$ cat src/hdl/task_metric_table_macros.svh
// Assertion macros for the task metric table RTL.
// Included by files that carry concurrent checks; no other dependencies.
`ifndef TASK_METRIC_TABLE_MACROS_SVH
`define TASK_METRIC_TABLE_MACROS_SVH

`ifndef SYNTH
// Same-cycle implication, disabled during reset
`define TMT_ASSERT_IMP(label, clk, rst_n, ante, cons) \
    label: assert property (@(posedge clk) disable iff (!rst_n) (ante) |-> (cons)) \
        else $error("task metric table check failed");
// Next-cycle implication, disabled during reset
`define TMT_ASSERT_NEXT(label, clk, rst_n, ante, cons) \
    label: assert property (@(posedge clk) disable iff (!rst_n) (ante) |=> (cons)) \
        else $error("task metric table check failed");
`else
`define TMT_ASSERT_IMP(label, clk, rst_n, ante, cons)
`define TMT_ASSERT_NEXT(label, clk, rst_n, ante, cons)
`endif

`endif

$ cat src/hdl/tmt_pkg.sv
// Shared types and constants for the task metric table.
// No dependencies; imported by tmt_ram users and the top level.
package tmt_pkg;

    localparam int MAX_TASKS = 16;
    localparam int IDX_W     = (MAX_TASKS > 1) ? $clog2(MAX_TASKS) : 1;
    localparam int CNT_W     = $clog2(MAX_TASKS + 1);

    localparam logic [1:0] CMD_RECORD = 2'd0;
    localparam logic [1:0] CMD_GET    = 2'd1;
    localparam logic [1:0] CMD_CLEAR  = 2'd2;

    localparam logic [1:0] ST_OK        = 2'd0;
    localparam logic [1:0] ST_FULL      = 2'd1;
    localparam logic [1:0] ST_NOT_FOUND = 2'd2;

    typedef struct packed {
        logic [1:0]  command;
        logic [31:0] task_key;
        logic [31:0] run_time;
        logic [31:0] stack_high_mark;
    } t_in_item;

    typedef struct packed {
        logic [1:0]  status;
        logic [63:0] total_time;
        logic [31:0] run_count;
        logic [31:0] stack_peak;
    } t_out_item;

    typedef struct packed {
        logic [63:0] total_time;
        logic [31:0] run_count;
        logic [31:0] stack_peak;
    } t_entry;

    localparam int ENTRY_W = $bits(t_entry);

    typedef enum logic [1:0] {
        S_IDLE,
        S_SEARCH,
        S_UPDATE,
        S_RESPOND
    } t_state;

endpackage

$ cat src/hdl/task_metric_table.sv
// Task metric table: key RAM scanned one entry per cycle, metrics RAM updated read-modify-write.
// For records and gets the key scan sets how long a result takes; clear and unused commands skip
// the scan. Items go one at a time: no new item is accepted until the result of the last has
// entered the output register, which waits while that register is held.
// Reset (synchronous, i_rst_n low) empties the table and drops any pending result; RAMs are not cleared.
// Depends on tmt_pkg, tmt_ram and task_metric_table_macros.svh.
`include "task_metric_table_macros.svh"

module task_metric_table (
    input  logic              i_clk,
    input  logic              i_rst_n,
    input  logic              i_in_valid,
    output logic              o_in_ready,
    input  tmt_pkg::t_in_item i_in_data,
    output logic              o_out_valid,
    input  logic              i_out_ready,
    output tmt_pkg::t_out_item o_out_data
);
    import tmt_pkg::*;

    t_state           r_state, n_state;
    logic [CNT_W-1:0] r_used, n_used;
    logic [CNT_W-1:0] r_rd_idx, n_rd_idx;
    logic             r_cmp_v, n_cmp_v;
    logic [IDX_W-1:0] r_cmp_idx, n_cmp_idx;
    logic [IDX_W-1:0] r_slot, n_slot;
    t_in_item         r_item, n_item;
    t_out_item        r_res, n_res;
    logic             r_out_valid, n_out_valid;
    t_out_item        r_out, n_out;

    logic             key_we;
    logic [IDX_W-1:0] key_waddr;
    logic [31:0]      key_wdata;
    logic [31:0]      key_rdata;
    logic             data_we;
    logic [IDX_W-1:0] data_waddr;
    t_entry           data_wdata;
    logic [ENTRY_W-1:0] data_rdata_raw;
    t_entry           data_rdata;

    logic             hit;
    logic             miss;
    logic             full;

    tmt_ram #(.WIDTH(32), .DEPTH(MAX_TASKS)) u_key_ram (
        .i_clk   (i_clk),
        .i_we    (key_we),
        .i_waddr (key_waddr),
        .i_wdata (key_wdata),
        .i_raddr (r_rd_idx[IDX_W-1:0]),
        .o_rdata (key_rdata)
    );

    tmt_ram #(.WIDTH(ENTRY_W), .DEPTH(MAX_TASKS)) u_data_ram (
        .i_clk   (i_clk),
        .i_we    (data_we),
        .i_waddr (data_waddr),
        .i_wdata (data_wdata),
        .i_raddr (r_cmp_idx),
        .o_rdata (data_rdata_raw)
    );

    assign data_rdata = t_entry'(data_rdata_raw);

    // One read in flight: when the issue index reaches the fill count, the last compare is now
    assign hit  = r_cmp_v && (key_rdata == r_item.task_key);
    assign miss = (r_rd_idx == r_used) && !hit;
    assign full = (r_used == CNT_W'(MAX_TASKS));

    always_ff @(posedge i_clk) begin
        if (!i_rst_n) begin
            r_state     <= S_IDLE;
            r_used      <= '0;
            r_cmp_v     <= 1'b0;
            r_out_valid <= 1'b0;
        end else begin
            r_state     <= n_state;
            r_used      <= n_used;
            r_cmp_v     <= n_cmp_v;
            r_out_valid <= n_out_valid;
        end
    end

    always_ff @(posedge i_clk) begin
        r_rd_idx  <= n_rd_idx;
        r_cmp_idx <= n_cmp_idx;
        r_slot    <= n_slot;
        r_item    <= n_item;
        r_res     <= n_res;
        r_out     <= n_out;
    end

    always_comb begin
        n_state     = r_state;
        n_used      = r_used;
        n_rd_idx    = r_rd_idx;
        n_cmp_v     = 1'b0;
        n_cmp_idx   = r_cmp_idx;
        n_slot      = r_slot;
        n_item      = r_item;
        n_res       = r_res;
        n_out       = r_out;
        n_out_valid = r_out_valid;
        o_in_ready  = 1'b0;

        key_we      = 1'b0;
        key_waddr   = r_used[IDX_W-1:0];
        key_wdata   = r_item.task_key;
        data_we     = 1'b0;
        data_waddr  = r_used[IDX_W-1:0];
        data_wdata  = '{total_time: {32'd0, r_item.run_time},
                        run_count:  32'd1,
                        stack_peak: r_item.stack_high_mark};

        if (r_out_valid && i_out_ready) begin
            n_out_valid = 1'b0;
        end

        unique case (r_state)
            S_IDLE: begin
                o_in_ready = 1'b1;
                if (i_in_valid) begin
                    n_item   = i_in_data;
                    n_rd_idx = '0;
                    n_res    = '{status: ST_OK, total_time: '0, run_count: '0, stack_peak: '0};
                    if (i_in_data.command == CMD_RECORD || i_in_data.command == CMD_GET) begin
                        n_state = S_SEARCH;
                    end else begin
                        if (i_in_data.command == CMD_CLEAR) begin
                            n_used = '0;
                        end
                        n_state = S_RESPOND;
                    end
                end
            end

            S_SEARCH: begin
                if (hit) begin
                    // data RAM reads r_cmp_idx this cycle
                    n_slot  = r_cmp_idx;
                    n_state = S_UPDATE;
                end else if (miss) begin
                    if (r_item.command == CMD_GET) begin
                        n_res.status = ST_NOT_FOUND;
                    end else if (full) begin
                        n_res.status = ST_FULL;
                    end else begin
                        key_we  = 1'b1;
                        data_we = 1'b1;
                        n_used  = r_used + CNT_W'(1);
                    end
                    n_state = S_RESPOND;
                end else begin
                    if (r_rd_idx != r_used) begin
                        n_cmp_v   = 1'b1;
                        n_cmp_idx = r_rd_idx[IDX_W-1:0];
                        n_rd_idx  = r_rd_idx + CNT_W'(1);
                    end
                end
            end

            S_UPDATE: begin
                if (r_item.command == CMD_GET) begin
                    n_res.total_time = data_rdata.total_time;
                    n_res.run_count  = data_rdata.run_count;
                    n_res.stack_peak = data_rdata.stack_peak;
                end else begin
                    data_we                = 1'b1;
                    data_waddr             = r_slot;
                    data_wdata.total_time  = data_rdata.total_time + {32'd0, r_item.run_time};
                    data_wdata.run_count   = data_rdata.run_count + 32'd1;
                    data_wdata.stack_peak  = (r_item.stack_high_mark > data_rdata.stack_peak)
                                           ? r_item.stack_high_mark : data_rdata.stack_peak;
                end
                n_state = S_RESPOND;
            end

            S_RESPOND: begin
                // hold until the output register is free
                if (!r_out_valid || i_out_ready) begin
                    n_out       = r_res;
                    n_out_valid = 1'b1;
                    n_state     = S_IDLE;
                end
            end

            default: begin
                n_state = S_IDLE;
            end
        endcase
    end

    assign o_out_valid = r_out_valid;
    assign o_out_data  = r_out;

    `TMT_ASSERT_IMP(a_used_bound, i_clk, i_rst_n, 1'b1, r_used <= CNT_W'(MAX_TASKS))
    `TMT_ASSERT_NEXT(a_append_grows, i_clk, i_rst_n, r_state == S_SEARCH && miss && !full && r_item.command == CMD_RECORD, r_used == $past(r_used) + CNT_W'(1))
    `TMT_ASSERT_IMP(a_cmp_in_range, i_clk, i_rst_n, r_state == S_SEARCH && r_cmp_v, {1'b0, r_cmp_idx} < {1'b0, r_used})
    `TMT_ASSERT_NEXT(a_load_from_respond, i_clk, i_rst_n, r_state != S_RESPOND && !r_out_valid, !r_out_valid)

endmodule

$ cat src/hdl/tmt_ram.sv
// Generic single-write, single-read synchronous RAM with registered read data.
// No package dependencies.
module tmt_ram #(
    parameter int WIDTH = 32,
    parameter int DEPTH = 16
) (
    input  logic                                        i_clk,
    input  logic                                        i_we,
    input  logic [((DEPTH > 1) ? $clog2(DEPTH) : 1)-1:0] i_waddr,
    input  logic [WIDTH-1:0]                            i_wdata,
    input  logic [((DEPTH > 1) ? $clog2(DEPTH) : 1)-1:0] i_raddr,
    output logic [WIDTH-1:0]                            o_rdata
);

    logic [WIDTH-1:0] r_mem [DEPTH];
    logic [WIDTH-1:0] r_rdata;

    always_ff @(posedge i_clk) begin
        if (i_we) begin
            r_mem[i_waddr] <= i_wdata;
        end
    end

    always_ff @(posedge i_clk) begin
        r_rdata <= r_mem[i_raddr];
    end

    assign o_rdata = r_rdata;

endmodule

$ cat config.mk
export PLATFORM = sky130hd
export DESIGN_NAME = task_metric_table
export DESIGN_NICKNAME = d
export VERILOG_FILES = /design/src/hdl/tmt_pkg.sv /design/src/hdl/task_metric_table.sv /design/src/hdl/tmt_ram.sv
export VERILOG_INCLUDE_DIRS = /design/src /design/src/hdl
export SDC_FILE = /design/constraint.sdc
export NUM_CORES = 2
export LEC_CHECK = 0
export BUFFER_PORTS_ARGS = -buffer_cell sky130_fd_sc_hd__buf_2
export CAP_MARGIN = 20
export CELL_PAD_IN_SITES_DETAIL_PLACEMENT = 0
export CELL_PAD_IN_SITES_GLOBAL_PLACEMENT = 2
export CORE_ASPECT_RATIO = 1.4
export CORE_MARGIN = 5
export CORE_UTILIZATION = 50
export CTS_CLUSTER_SIZE = 8
export DETAILED_ROUTE_END_ITERATION = 16
export PLACE_DENSITY_LB_ADDON = 0.1
export SYNTH_ARGS = -nofsm -noshare
export SYNTH_HDL_FRONTEND = slang
export SYNTH_SLANG_ARGS = --single-unit
$ cat constraint.sdc
create_clock -name i_clk -period 12.3 [get_ports i_clk]
set_input_delay 1.23 -clock i_clk [delete_from_list [all_inputs] [get_ports i_clk]]
set_output_delay 1.23 -clock i_clk [all_outputs]
set_load 0.005 [all_outputs]
==> results.txt <==
count leader, synth - edfxtp_1
largest net degree at the start of global routing - 143
Via-to-Cell Ratio - 5.99
cell internal pwr - 23.0 mW
critical path class - flip-flop to flip-flop
crit path time final - 5.66 ns
total core area - 0.234 mm2
Worst EP required - 12.80 ns
met1 Resource Use GR - 0.319
drc violations - 0
placed cells - 8,550
switching share of power - 0.280
Yosys top cell area share - 0.747
Top cell by count, worst path - buf_4
RSZ-0062 raised after global routing - no
clock share of power - 0.337
ys flop type - edfxtp_1
status - finished clean
FF-to-FF Start - r_state[0]
compound-gate portion of the synthesized area - 0.0191
fin util - 0.580
GRT overflow - 0
CTS tree - yes
Hold Crit Class - flip-flop to flip-flop
GR Util met2 - 0.404
Psw - 8.92 mW
Clock Skews - 0.0418 ns
die height - 584 um
# Post-CTS Setup Buffers - 0
Setup crit start - r_state[0]
R2R Setup Slk - 6.64 ns
Post-synth EDFFs - 2,931
post-synthesis average cell area - 21.9 um2
XOR/XNOR Fraction of Synth Area - 0.00714
Routed WL - 286,000 um
worst rel slew slack - 0.220
first-pass GRT wire length - 415,000 um
Post-Syn Nets - 5,552
Yosys cell types - 69
CP cell instances - inv_1 > ha_4 > buf_4 > and2_2 > mux2i_1 > or3b_2 > nor2_4 > buf_4 > buf_4
chip width - 420 um
Worst EP arrival - 6.16 ns
CP endpoint - u_data_ram.r_mem[12][107]
synthesized area - 0.118 mm2
slowest cell on the critical path - buf_4
row count - 210
Port Buffers - 233
Worst-path clk slew - 0.05 ns
WL per Instance - 30.6 um
Final Hold Vio Count - 0
Lkg Pwr - 43.9 nW
largest area contributor in the netlist - edfxtp_1
critical path fanouts, max - 70
Starting Density - 0.503
setup TNS - 0 ns
Iteration-0 DRC Markers - 4,795
Synth Area in Simple Gates - 0.0281
Sink Count - 3,100
first-pass detailed-route iteration total - 5
# hold bufs at CTS - 0
critical path launch point type - flip-flop
Critical Path Sink Type - flip-flop
antenna viol nets, final - 0
Hold WS - 0.412 ns
Max Cap Viol - 0
# IOs - 234
gr usage total - 0.234
combinational power share - 0.217
initial antenna violation count - 19
worst setup slack after placement - 6.50 ns
Layout fillers - 17.1k
Max rail drop VDD - 219 uV
gr busiest metal - met2
adder-cell share of the synthesized area - 0.00803
Post-Syn Instances - 5,375
max frequency - 177 MHz
Area contributors post-synth - edfxtp_1 75%, mux4_2 15%, dfxtp_1 2.9%, ha_1 0.79%, and2_1 0.72%
Root Driver - clkbuf_16
Post-DP HPWL - 150,000 um
H-Tree Depth - 5
post-place instance area - 0.123 mm2
Placer Congestion - 0.763
final setup vio count - 0
RR Endpoint - u_data_ram.r_mem[12][107]
share of cells above drive strength 1 - 0.269
CTS max path bufs - 4
Yosys warnings - 0
overall power - 31.9 mW
final worst slack - 6.64 ns
Post-synth ARST share - 0
Layout Cells excl Fill - 9,347
FF-to-FF path depth - 9
# resized after CTS - 0
Seq pwr share - 0.445
pwr dens - 235 mW/mm2
multiplexer share of the synthesized area - 0.151
routed vias - 56.0k
count of pins over their slew limit - 0
Max stage delay on crit path - 0.79 ns
P&R area growth vs syn - 15.4%
largest family of logic cells by synthesized area - multiplexers
commonest cells in the netlist - 2,931 x edfxtp_1, 782 x mux4_2, 175 x clkbuf_1
Inserted Clock Buffers - 430
post-synthesis sequential area ratio - 0.776
Die ar. - 0.246 mm2
fin nets - 6,113
Worst-Margin Slew - 1.17 ns
Design Area, Final - 0.136 mm2
vias in the first global route - 58.9k
register bit total from synthesis - 3,100
period utilization - 0.460
GRT met3 Usage - 0.0336
clock latency on the worst-skew pair - 0.89 ns
kinds of logic (layout without fill, tap and decap cells):
logic type,count (synthesis),in the layout
other,0,4
flip-flops,3100,3100
AO/OA/AOI/OAI,358,358
XOR/XNOR,96,96
AND/OR/NAND/NOR,628,628
multiplexers,803,803
buffers and inverters,315,1209
adder cells (fa/ha/maj),75,75
critical path: cells and delay by family (launching register included):
family	cells	cell delay [ns]
mux	1	0.19
fa+ha+maj	1	0.25
buf+inv	4	2.42
simple gates	3	1.97
flops	1	0.34
placed cells by master, fill, tap and decap left out, types with 38 or more instances in the layout:
cell type  instances
nor3_1            43
o21ai_0           63
nand4_1           59
clkbuf_1         312
xor2_1            38
nand3_1           70
nand2_1           98
edfxtp_1        2931
inv_1             52
nor2_1            81
ha_1              73
mux4_2           782
clkbuf_16        438
and2_1           134
buf_4            127
xnor2_1           58
a21oi_1          126
buf_2            234
dfxtp_1          169
worst min path at each step:
| stage | start | endpoint | slack [ns] | cells after the start |
|---|---|---|---|---|
| final | r_res[36] | o_out_data[36] | 0.41 | 0 |
| after global routing | r_res[36] | o_out_data[36] | 0.42 | 0 |
| after CTS | r_res[36] | o_out_data[36] | 0.41 | 0 |
| after detailed placement | r_res[36] | o_out_data[36] | 0.40 | 0 |
| after global placement | r_res[93] | o_out_data[93] | 0.40 | 0 |
| after floorplan | r_res[0] | o_out_data[0] | 0.40 | 0 |
registers in the layout, indices dropped and copies added, names as in the netlist:
| register | count |
|---|---|
| key_wdata | 32 |
| o_out_data | 130 |
| o_out_valid | 1 |
| r_cmp_idx | 4 |
| r_cmp_v | 1 |
| r_item | 66 |
| r_rd_idx | 5 |
| r_res | 130 |
| r_slot | 4 |
| r_state | 2 |
| r_used | 5 |
| u_data_ram.o_rdata | 128 |
| u_data_ram.r_mem | 2048 |
| u_key_ram.o_rdata | 32 |
| u_key_ram.r_mem | 512 |
per-layer routing:
| layer | up-vias | share of wire | wire length, um |
|---|---|---|---|
| li1 | 23600 | - | - |
| met2 | 1691 | 0.52 | 149000 |
| met5 | - | 0.00020 | 58 |
| met1 | 30200 | 0.41 | 117000 |
| met4 | 8 | 0.020 | 5720 |
| met3 | 427 | 0.051 | 14500 |
layout make-up:
| class | count | area, um2 | area share |
|---|---|---|---|
| antenna | 4 | 10.0 | 0.0000737 |
| sequential | 3100 | 91400 | 0.673 |
| tap | 3074 | 3850 | 0.0283 |
| timing repair buffer | 392 | 2680 | 0.0197 |
| clock buffer | 750 | 12100 | 0.0893 |
| inverter | 52 | 195 | 0.00144 |
| clock inverter | 15 | 164 | 0.00121 |
| multi-input combinational | 1960 | 25500 | 0.187 |
power groups by stage:
stage	Sequential [mW]	Combinational, mW	Clock [mW]
floorplan	14.1	4.79	0
global placement	14.4	6.95	0
detailed placement	14.4	7.02	0
CTS	14.2	7.05	11.0
global route	14.3	7.53	11.5
finish	14.2	6.93	10.8
(Power assumes the default switching activity.)
